**src/cid_pkg.sv**
```systemverilog
// ----------------------------------------------------------------------------
// cid_pkg: shared types and constants of the compact index decoder
// Byte item layout, status codes and the value-bit placement of later bytes.
// ----------------------------------------------------------------------------
package cid_pkg;

   // Later bytes allowed after the first byte of an index
   localparam int unsigned MaxExtraBytes = 4;

   localparam int unsigned ValueWidth  = 32;
   localparam int unsigned StatusWidth = 2;
   localparam int unsigned LengthWidth = 3;

   // Result status codes
   typedef enum logic [StatusWidth-1:0] {
      STATUS_OK        = 2'd0,
      STATUS_TOO_LONG  = 2'd1,
      STATUS_TRUNCATED = 2'd2
   } status_type;

   // One input item held in the input register
   typedef struct packed {
      logic [7:0] data_byte;
      logic       end_of_data;
   } byte_item_type;

   // One result item
   typedef struct packed {
      logic [LengthWidth-1:0] byte_length;
      status_type             status;
      logic [ValueWidth-1:0]  index_value;
   } result_type;

   // Place the seven value bits of the later byte at position 6 + 7 * k,
   // where count is the number of bytes taken before this one (k = count - 1).
   // Bits above 31 drop.
   function automatic logic [ValueWidth-1:0] later_bits(
      input logic [LengthWidth-1:0] count,
      input logic [6:0]             bits
   );
      logic [ValueWidth-1:0] placed;
      placed = '0;
      case (count)
         3'd1:    placed = {19'd0, bits, 6'd0};
         3'd2:    placed = {12'd0, bits, 13'd0};
         3'd3:    placed = {5'd0, bits, 20'd0};
         3'd4:    placed = {bits[4:0], 27'd0};
         default: placed = '0;
      endcase
      return placed;
   endfunction

endpackage

```
**src/cid_in_stage.sv**
```systemverilog
// ----------------------------------------------------------------------------
// cid_in_stage: input register of the compact index decoder
// Holds one byte item and its valid flag; refills in the cycle it is drained.
// ----------------------------------------------------------------------------
module cid_in_stage (
   input  logic                   clock,
   input  logic                   reset,
   input  logic                   req_tvalid,
   output logic                   req_tready,
   input  cid_pkg::byte_item_type req_item,
   input  logic                   take,
   output logic                   item_valid,
   output cid_pkg::byte_item_type item
);

   logic                   valid_ff;
   logic                   valid_in;
   cid_pkg::byte_item_type item_ff;

   // Accept while empty or while the held item leaves this cycle
   assign req_tready = !valid_ff || take;
   assign valid_in   = req_tvalid ? 1'b1 : (valid_ff && !take);

   // Hold valid flag
   always_ff @(posedge clock) begin
      if (reset) begin
         valid_ff <= 1'b0;
      end else begin
         if (req_tready) begin
            valid_ff <= valid_in;
         end
      end
   end

   // Load payload on accept
   always_ff @(posedge clock) begin
      if (req_tvalid && req_tready) begin
         item_ff <= req_item;
      end
   end

   assign item_valid = valid_ff;
   assign item       = item_ff;

endmodule

```
**src/cid_decode.sv**
```systemverilog
// ----------------------------------------------------------------------------
// cid_decode: index state and result register of the compact index decoder
// Folds one byte a cycle into the count, sign and magnitude (a stalled result register holds
// up index-ending bytes) and loads the result register when an index completes, runs too long or is cut short.
// ----------------------------------------------------------------------------
module cid_decode #(
   parameter int unsigned MaxExtraBytes = cid_pkg::MaxExtraBytes
) (
   input  logic                   clock,
   input  logic                   reset,
   input  logic                   item_valid,
   input  cid_pkg::byte_item_type item,
   output logic                   take,
   output logic                   rsp_tvalid,
   input  logic                   rsp_tready,
   output cid_pkg::result_type    rsp_result
);

   logic [cid_pkg::LengthWidth-1:0] count_ff;
   logic [cid_pkg::LengthWidth-1:0] count_in;
   logic                            sign_ff;
   logic                            sign_in;
   logic [cid_pkg::ValueWidth-1:0]  mag_ff;
   logic [cid_pkg::ValueWidth-1:0]  mag_in;
   logic                            more;
   logic                            too_long;
   logic                            emit;
   logic                            out_valid_ff;
   cid_pkg::result_type             result_ff;
   cid_pkg::result_type             result_in;

   // Fold the byte into the running index
   always_comb begin
      if (count_ff == '0) begin
         sign_in = item.data_byte[7];
         mag_in  = {26'd0, item.data_byte[5:0]};
         more    = item.data_byte[6];
      end else begin
         sign_in = sign_ff;
         mag_in  = mag_ff | cid_pkg::later_bits(count_ff, item.data_byte[6:0]);
         more    = item.data_byte[7];
      end
      count_in = count_ff + 3'd1;
   end

   // Decide whether this byte ends the index
   assign too_long = more && (count_in > cid_pkg::LengthWidth'(MaxExtraBytes));
   assign emit     = !more || too_long || item.end_of_data;
   assign take     = item_valid && (!emit || !out_valid_ff || rsp_tready);

   // Build the result item
   always_comb begin
      result_in.byte_length = count_in;
      if (!more) begin
         result_in.status      = cid_pkg::STATUS_OK;
         result_in.index_value = sign_in ? (~mag_in + 32'd1) : mag_in;
      end else if (too_long) begin
         result_in.status      = cid_pkg::STATUS_TOO_LONG;
         result_in.index_value = '0;
      end else begin
         result_in.status      = cid_pkg::STATUS_TRUNCATED;
         result_in.index_value = '0;
      end
   end

   // Advance index state; drop to idle once a result is issued
   always_ff @(posedge clock) begin
      if (reset) begin
         count_ff <= '0;
         sign_ff  <= 1'b0;
         mag_ff   <= '0;
      end else begin
         if (take) begin
            if (emit) begin
               count_ff <= '0;
               sign_ff  <= 1'b0;
               mag_ff   <= '0;
            end else begin
               count_ff <= count_in;
               sign_ff  <= sign_in;
               mag_ff   <= mag_in;
            end
         end
      end
   end

   // Hold result valid until taken
   always_ff @(posedge clock) begin
      if (reset) begin
         out_valid_ff <= 1'b0;
      end else begin
         if (take && emit) begin
            out_valid_ff <= 1'b1;
         end else if (rsp_tready) begin
            out_valid_ff <= 1'b0;
         end
      end
   end

   // Load result payload
   always_ff @(posedge clock) begin
      if (take && emit) begin
         result_ff <= result_in;
      end
   end

   assign rsp_tvalid = out_valid_ff;
   assign rsp_result = result_ff;

endmodule

```
**src/compact_index_decoder.sv**
```systemverilog
// ----------------------------------------------------------------------------
// compact_index_decoder: signed variable-length compact index decoder
// Byte stream in, one decoded index or error status out per index.
// ----------------------------------------------------------------------------
// Takes one byte per cycle and issues one result per index: the value with
// status ok, status too long when the last allowed later byte (MaxExtraBytes,
// four by default) still continues, or status truncated when a byte marked
// with tlast still continues. Each byte passes an input register, the
// shift-and-OR logic and the result register, so a byte can be accepted
// every cycle; a stalled result register holds back only bytes that would
// end another index.
// ----------------------------------------------------------------------------
module compact_index_decoder #(
   parameter int unsigned MaxExtraBytes = cid_pkg::MaxExtraBytes
) (
   input  logic        clock,
   input  logic        reset,
   input  logic        req_tvalid,
   output logic        req_tready,
   input  logic [7:0]  req_tdata,   // [7:0] data_byte
   input  logic        req_tlast,   // end_of_data
   output logic        rsp_tvalid,
   input  logic        rsp_tready,
   output logic [39:0] rsp_tdata    // [31:0] index_value, [33:32] status,
                                    // [36:34] byte_length, [39:37] zero
);

   cid_pkg::byte_item_type req_item;
   cid_pkg::byte_item_type item;
   cid_pkg::result_type    result;
   logic                   item_valid;
   logic                   take;

   assign req_item.data_byte   = req_tdata;
   assign req_item.end_of_data = req_tlast;

   cid_in_stage u_in_stage (
      .clock      (clock),
      .reset      (reset),
      .req_tvalid (req_tvalid),
      .req_tready (req_tready),
      .req_item   (req_item),
      .take       (take),
      .item_valid (item_valid),
      .item       (item)
   );

   cid_decode #(
      .MaxExtraBytes (MaxExtraBytes)
   ) u_decode (
      .clock      (clock),
      .reset      (reset),
      .item_valid (item_valid),
      .item       (item),
      .take       (take),
      .rsp_tvalid (rsp_tvalid),
      .rsp_tready (rsp_tready),
      .rsp_result (result)
   );

   // Pack result fields from the lowest bit up
   assign rsp_tdata = {3'd0, result.byte_length, result.status, result.index_value};

endmodule

```
**config.mk**
```make
export PLATFORM = sky130hd
export DESIGN_NAME = compact_index_decoder
export DESIGN_NICKNAME = d
export VERILOG_FILES = /design/src/cid_pkg.sv /design/src/cid_in_stage.sv /design/src/cid_decode.sv /design/src/compact_index_decoder.sv
export SDC_FILE = /design/constraint.sdc
export NUM_CORES = 1
export LEC_CHECK = 0
export ABC_CLOCK_PERIOD_IN_PS = 8600
export BUFFER_PORTS_ARGS = -buffer_cell sky130_fd_sc_hd__buf_4
export CORE_ASPECT_RATIO = 1.1
export CORE_MARGIN = 2
export CORE_UTILIZATION = 58
export CTS_CLUSTER_SIZE = 40
export DETAILED_ROUTE_END_ITERATION = 8
export GPL_TIMING_DRIVEN = 0
export PLACE_DENSITY = 0.8
export SETUP_SLACK_MARGIN = 0.05
export SYNTH_ARGS = -nofsm -noshare
export SYNTH_HDL_FRONTEND = slang
export SYNTH_SLANG_ARGS = --single-unit
```
**constraint.sdc**
```tcl
create_clock -name clock -period 8.6 [get_ports clock]
set_input_delay 1.72 -clock clock [delete_from_list [all_inputs] [get_ports clock]]
set_output_delay 1.72 -clock clock [all_outputs]
set_load 0.01 [all_outputs]
```
==> run summary, run 1 <==
status: completed
Async S/R FF share, synth: 0%
TNS Setup: 0 ns
number of diodes: 0
final WL: 11800 µm
io pins: 55
placed cell areas: 0.00513 mm²
Worst VDD drop: 0.143 mV
fin nets: 541
synth warn: 0
initial core utilization: 58.8%
clock skew: 0.0155 ns
total track usage: 28.3%
crit path capture type: output pin
sequential power share: 50.6%
Leakage: 2.03 nW
hold_buf cts: 0
fill count: 600
Root Driver: clkbuf_8
row count: 34
CTS resizes: 0
Worst R2R Start: u_decode.count_ff[0]$_SDFFE_PP0P_
initial antenna violation count: 0
Worst Tran Pin Value: 0.816 ns
layout cells sized above 1: 21.1%
relative slew slack: 45.1%
post-route minimum period: 4.41 ns
Mapped Cells: 457
Setup Viol. Count Final: 0
Post-synth EDFFs: 46
largest net degree at the start of global routing: 35
number of global-route vias before repair: 3676
R2R setup slack: 4.67 ns
post-synthesis average cell area: 10.0 µm²
Unique masters post-synth: 69
DRT iter0 DRCs: 299
internal power: 0.649 mW
Psw: 0.233 mW
commonest non-fill, non-tap cells in the layout: 94 x nor2_1, 55 x buf_4, 46 x edfxtp_1, 38 x dfxtp_1, 30 x a21oi_1
clock transition at the registers of the reported paths: 0.09 ns
max-cap viol count: 0
commonest non-fill, non-tap cell in the layout: nor2_1
Crit path required time: 6.88 ns
vias post-DR: 3906
CTS tree: yes
cell area after layout: 0.00536 mm²
Num CTS Buffers: 9
die height: 97.2 µm
Core Area: 0.00778 mm²
Syn Std Cell Area: 0.00458 mm²
Clk pwr share: 37.4%
post-DR vias/cell: 6.16
Seq cells post-synth: 84
Overflow after GRT: 0
CP Max Fanout: 8
latest clock arrival within the worst-skew pair: 0.37 ns
Hold Path Depth: 2
sequential area share after synthesis: 46.8%
setup ws final: 4.19 ns
Final GP Congestion: 0.987
Setup CP Type: flip-flop to output pin
PortBufs: 50
final hold viol count: 0
CTS max path bufs: 2
Power Density: 165 mW/mm²
CP Launch Type: flip-flop
Worst Hold Class: flip-flop to flip-flop
Final Max Slew Viols: 0
pre-CTS setup slack: 4.51 ns
worst hold endpoint: u_decode.mag_ff[16]$_SDFFE_PP0P_
global-route wire length before repair: 18600 µm
postcts setup bufs: 0
Post-DRT Antenna Nets: 0
RSZ-0062 raised after global routing: no
HP Start: u_decode.mag_ff[16]$_SDFFE_PP0P_
DR pass1 iterations: 5
die area: 0.00863 mm²
dpl hpwl: 8550 µm
Die Wd: 88.7 µm
wire per inst: 18.5 µm
Arr. time, crit path: 2.69 ns
Post-synth top flop: edfxtp_1
# DRC: 0
r2r endpoint: u_decode.rsp_result[26]$_SDFFCE_PP0P_
switching part of the total power: 26.4%
P&R area growth vs syn: 16.9%
R2R cell count: 12
# H-tree levels: 3
Max Clock Freq: 227 MHz
Final period util: 51.3%
Logic pwr share: 12.0%
clock sink total: 84
## cells by family after synthesis
group / count (synthesis) / synth area share (%)
AO/OA/AOI/OAI: 119 / 19.3
adder cells (fa/ha/maj): 7 / 1.91
other: 1 / 0.0819
flip-flops: 84 / 46.8
multiplexers: 19 / 4.56
buffers and inverters: 41 / 4.10
AND/OR/NAND/NOR: 169 / 20.0
XOR/XNOR: 17 / 3.25
## synth_stat cells, drive strengths merged, types with 3 or more instances
| master | n | area (µm²) |
|---|---|---|
| nor2 | 95 | 357 |
| edfxtp | 46 | 1380 |
| dfxtp | 38 | 761 |
| a21oi | 30 | 150 |
| a22oi | 27 | 203 |
| o21ai | 19 | 118 |
| clkbuf | 15 | 56.3 |
| nand2 | 14 | 52.6 |
| buf | 13 | 82.6 |
| inv | 13 | 48.8 |
| mux2i | 13 | 134 |
| and3b | 12 | 108 |
| nor3 | 11 | 82.6 |
| xnor2 | 11 | 96.3 |
| ha | 7 | 87.6 |
| a41oi | 6 | 52.6 |
| mux2 | 6 | 75.1 |
| nand3 | 6 | 42.5 |
| nor4 | 6 | 52.6 |
| o21a | 6 | 45.0 |
| xor2 | 6 | 52.6 |
| a31oi | 5 | 31.3 |
| nand4 | 4 | 25.0 |
| o211ai | 4 | 30.0 |
| o31ai | 4 | 48.8 |
| o41ai | 4 | 76.3 |
| a32oi | 3 | 26.3 |
| nand4b | 3 | 56.3 |
| nor4b | 3 | 32.5 |
## how the worst max path moves through the flow
stage | start | to | slack, ns | cells past startpoint
2_1_floorplan | rsp_tready | u_decode.rsp_result[0]$_SDFFCE_PP0P_ | 4.32 | 5
3_5_place_dp | rsp_tready | req_tready | 4.51 | 6
4_1_cts | u_decode.count_ff[0]$_SDFFE_PP0P_ | req_tready | 4.24 | 8
5_1_grt | u_decode.count_ff[0]$_SDFFE_PP0P_ | req_tready | 4.07 | 8
3_3_place_gp | rsp_tready | u_decode.rsp_result[13]$_SDFFCE_PP0P_ | 3.46 | 6
6_report | u_decode.count_ff[0]$_SDFFE_PP0P_ | req_tready | 4.19 | 8
## power groups by stage
stage | Combinational (mW) | Clock, mW | Sequential [mW]
after floorplan | 0.0640 | 0 | 0.458
after global placement | 0.100 | 0 | 0.455
after detailed placement | 0.105 | 0 | 0.455
after CTS | 0.105 | 0.330 | 0.446
after global routing | 0.116 | 0.344 | 0.448
final | 0.106 | 0.329 | 0.446
## through the flow
step | cells | total power [mW] | hold WS (ns) | util (%)
finish | 634 | 0.882 | 0.493 | 68.8
floorplan | 459 | 0.522 | 0.455 | -
detailed placement | 618 | 0.560 | 0.477 | 65.8
global placement | 617 | 0.556 | 0.471 | 65.5
global route | 634 | 0.907 | 0.543 | 68.8
CTS | 634 | 0.881 | 0.495 | 68.8
## area by class of cell
| cell class | count | area, µm² | area share, % |
|---|---|---|---|
| clock buffers | 9 | 124 | 2.31 |
| multi-input cells | 334 | 2270 | 42.3 |
| plain buffers | 28 | 139 | 2.59 |
| flip-flops and latches | 84 | 2140 | 40.0 |
| repair buffers | 51 | 395 | 7.38 |
| inverters | 13 | 48.8 | 0.911 |
| well taps | 108 | 135 | 2.52 |
| clock inverters | 7 | 106 | 1.99 |
## critical path: stages, from the launching register on
cell and delay, ns:
dfxtp_1 0.36, inv_1 0.11, ha_1 0.40, nor2b_2 0.35, mux2i_1 0.59, o311ai_2 0.18
inv_1 0.10, nand2_1 0.07, buf_4 0.15
## flip-flops by register name (all words and copies together) (netlist names)
| register | count |
|---|---|
| u_decode.rsp_tvalid | 1 |
| u_decode.sign_ff | 1 |
| u_in_stage.item | 9 |
| u_decode.rsp_result | 37 |
| u_decode.mag_ff | 32 |
| u_decode.count_ff | 3 |
| u_in_stage.item_valid | 1 |
## per-layer routing
metal / GRT usage, % / part of all wire [%]
met2: 42.9 / 47
met1: 38.3 / 40
met3: 4.08 / 8.5
met5: 0 / 0
met4: 16.2 / 4.6
(Power assumes the default switching activity.)
==> run 2: changes to the inputs <==
--- a/config.mk
+++ b/config.mk
@@ -5,15 +5,15 @@
 export SDC_FILE = /design/constraint.sdc
 export NUM_CORES = 1
 export LEC_CHECK = 0
-export ABC_CLOCK_PERIOD_IN_PS = 8600
+export ABC_CLOCK_PERIOD_IN_PS = 3600
 export BUFFER_PORTS_ARGS = -buffer_cell sky130_fd_sc_hd__buf_4
 export CORE_ASPECT_RATIO = 1.1
 export CORE_MARGIN = 2
-export CORE_UTILIZATION = 58
+export CORE_UTILIZATION = 53
 export CTS_CLUSTER_SIZE = 40
 export DETAILED_ROUTE_END_ITERATION = 8
 export GPL_TIMING_DRIVEN = 0
-export PLACE_DENSITY = 0.8
+export PLACE_DENSITY = 0.77
 export SETUP_SLACK_MARGIN = 0.05
 export SYNTH_ARGS = -nofsm -noshare
 export SYNTH_HDL_FRONTEND = slang
==> constraint.sdc (replaced) <==
create_clock -name clock -period 3.6 [get_ports clock]
set_input_delay 0.72 -clock clock [delete_from_list [all_inputs] [get_ports clock]]
set_output_delay 0.72 -clock clock [all_outputs]
set_load 0.01 [all_outputs]
==> run 2 against run 1 <==
Against the previous run: register-to-register slack worse by 4.4 ns; global-route usage decreased by 2.8 points; die area rose by 9.0%; hold slack better by 0.0073 ns; critical path depth up 3; flip-flop and latch count unchanged; utilization is 4.9 points lower; clock skew is 0.0018 ns lower; cell count is 0.79% higher; first-iteration DRC count decreased by 11%; count of clock-buffer cells in the layout unchanged; largest cell class unchanged; highest routed layer unchanged.
==> run summary, run 2 (synthesized netlist as in run 1, its figures left out) <==
commonest non-fill, non-tap cells in the layout: 94 x nor2_1, 58 x buf_4, 46 x edfxtp_1, 38 x dfxtp_1, 30 x a21oi_1
TNS Setup: 0 ns (unchanged)
Final period util: 91.6%
layout cells sized above 1: 21.8% (+0.68 points)
Logic pwr share: 12.6% (+0.6 points)
CTS max path bufs: 2 (unchanged)
Post-DRT Antenna Nets: 0 (unchanged)
DRT iter0 DRCs: 265 (-11%)
Num CTS Buffers: 9 (unchanged)
CP Max Fanout: 19 (+11)
post-route minimum period: 3.30 ns
final hold viol count: 0 (unchanged)
switching part of the total power: 27.1% (+0.66 points)
crit path capture type: flip-flop
sequential power share: 52.5% (+1.9 points)
Worst Tran Pin Value: 0.779 ns (-0.0374 ns)
status: completed
DR pass1 iterations: 6 (+1)
wire per inst: 17.8 µm (-4.1%)
Clk pwr share: 34.9% (-2.5 points)
largest net degree at the start of global routing: 33 (-5.7%)
fin nets: 543 (+0.37%)
die area: 0.00940 mm² (+9.0%)
RSZ-0062 raised after global routing: no
initial antenna violation count: 0 (unchanged)
Setup CP Type: flip-flop to flip-flop
Largest register FFs: 37 (unchanged)
setup ws final: 0.301 ns (-3.89 ns)
P&R area growth vs syn: 17.3%
Max Clock Freq: 303 MHz
vias post-DR: 3800 (-2.7%)
io pins: 55 (unchanged)
post-DR vias/cell: 5.95 (-3.5%)
clock skew: 0.0137 ns (-0.00181 ns)
clock sink total: 84 (unchanged)
latest clock arrival within the worst-skew pair: 0.38 ns (about the same)
final WL: 11400 µm (-3.3%)
Crit path required time: 3.73 ns (-3.15 ns)
dpl hpwl: 8470 µm (-0.92%)
fin util: 63.9% (-4.9 points)
Leakage: 2.02 nW (-0.40%)
Worst Hold Class: flip-flop to flip-flop
Core Area: 0.00841 mm² (+8.0%)
global-route wire length before repair: 18300 µm (-1.6%)
Psw: 0.550 mW (+140%)
placed instance count: 621 (+0.49%)
Arr. time, crit path: 3.43 ns (+0.74 ns)
row count: 35 (+2.9%)
Power Density: 378 mW/mm² (+130%)
pre-CTS setup slack: -0.316 ns (-4.83 ns)
hold_buf cts: 0 (unchanged)
Final GP Congestion: 1.01 (+2.3%)
max-cap viol count: 0 (unchanged)
# DRC: 0 (unchanged)
Setup Viol. Count Final: 0 (unchanged)
initial core utilization: 54.5% (-4.4 points)
clock transition at the registers of the reported paths: 0.10 ns (about the same)
total track usage: 25.5% (-2.8 points)
relative slew slack: 47.6% (+2.5 points)
commonest non-fill, non-tap cell in the layout: nor2_1
# H-tree levels: 3 (unchanged)
number of diodes: 0 (unchanged)
internal power: 1.48 mW (+130%)
Worst VDD drop: 0.264 mV (+85%)
Post-Layout Cell Count: 639 (+0.79%)
die height: 102 µm (+4.4%)
Root Driver: clkbuf_8
Overflow after GRT: 0 (unchanged)
fill count: 712 (+19%)
Final Max Slew Viols: 0 (unchanged)
number of global-route vias before repair: 3380 (-8.1%)
PortBufs: 50 (unchanged)
CP Launch Type: flip-flop
Die Wd: 92.6 µm (+4.4%)
CTS tree: yes
-- run 2: final cells by class --
class / count / area, µm² / share of cell area [%]
multi-input combinational: 334 / 2290 / 42.5
sequential: 84 / 2140 / 39.9
timing repair buffer: 54 / 418 / 7.78
tap: 111 / 139 / 2.58
buffer: 27 / 134 / 2.49
clock buffer: 9 / 124 / 2.31
clock inverter: 7 / 81.3 / 1.51
inverter: 13 / 48.8 / 0.908
-- run 2: worst paths after layout --
| check | start | end | slack, ns | depth (start not counted) |
|---|---|---|---|---|
| worst max register to register | u_decode.count_ff[0]$_SDFFE_PP0P_ | u_decode.rsp_result[26]$_SDFFCE_PP0P_ | 0.30 | 11 |
| worst min register to register | u_decode.mag_ff[16]$_SDFFE_PP0P_ | u_decode.mag_ff[16]$_SDFFE_PP0P_ | 0.50 | 2 |
| worst max-delay path | u_decode.count_ff[0]$_SDFFE_PP0P_ | u_decode.rsp_result[26]$_SDFFCE_PP0P_ | 0.30 | 11 |
| worst min-delay path | u_decode.mag_ff[16]$_SDFFE_PP0P_ | u_decode.mag_ff[16]$_SDFFE_PP0P_ | 0.50 | 2 |
-- run 2: power by group through the flow --
stage | clock network, mW | logic [mW] | registers [mW]
floorplan | 0 | 0.153 | 1.09
global placement | 0 | 0.244 | 1.09
detailed placement | 0 | 0.249 | 1.09
CTS | 0.711 | 0.254 | 1.07
global route | 0.749 | 0.279 | 1.07
finish | 0.708 | 0.256 | 1.07
-- run 2: critical path, cell delays in order, from the launching register on --
cell and delay (ns):
dfxtp_1 0.36, inv_1 0.12, ha_2 0.30, nor2b_4 0.26, buf_6 0.19, buf_4 0.28, mux2i_4 0.34, ha_1 0.29
nand4b_4 0.21, nor3_4 0.22, a31oi_1 0.12, mux2_1 0.36
-- run 2: metal layers --
layer / wire (µm) / vias to the layer above / GRT usage, %
li1: - / 1826 / -
met1: 4950 / 1755 / 35.8
met2: 5150 / 184 / 40.1
met3: 916 / 35 / 4.02
met4: 347 / 0 / 10.2
met5: 0 / - / 0
-- run 2: what timing repair did --
item / in CTS / in global routing
endpoints found under the setup margin: 11 / 11
buffers inserted: 3 / 0
pin swaps: 2 / 0
gates resized for setup: 3 / 1
-- run 2: metrics by stage --
stage	total power, mW	hold WS (ns)	instance area [µm²]
floorplan	1.25	0.455	4590
global placement	1.33	0.473	5100
detailed placement	1.34	0.486	5130
CTS	2.03	0.508	5370
global route	2.10	0.511	5370
finish	2.03	0.500	5370
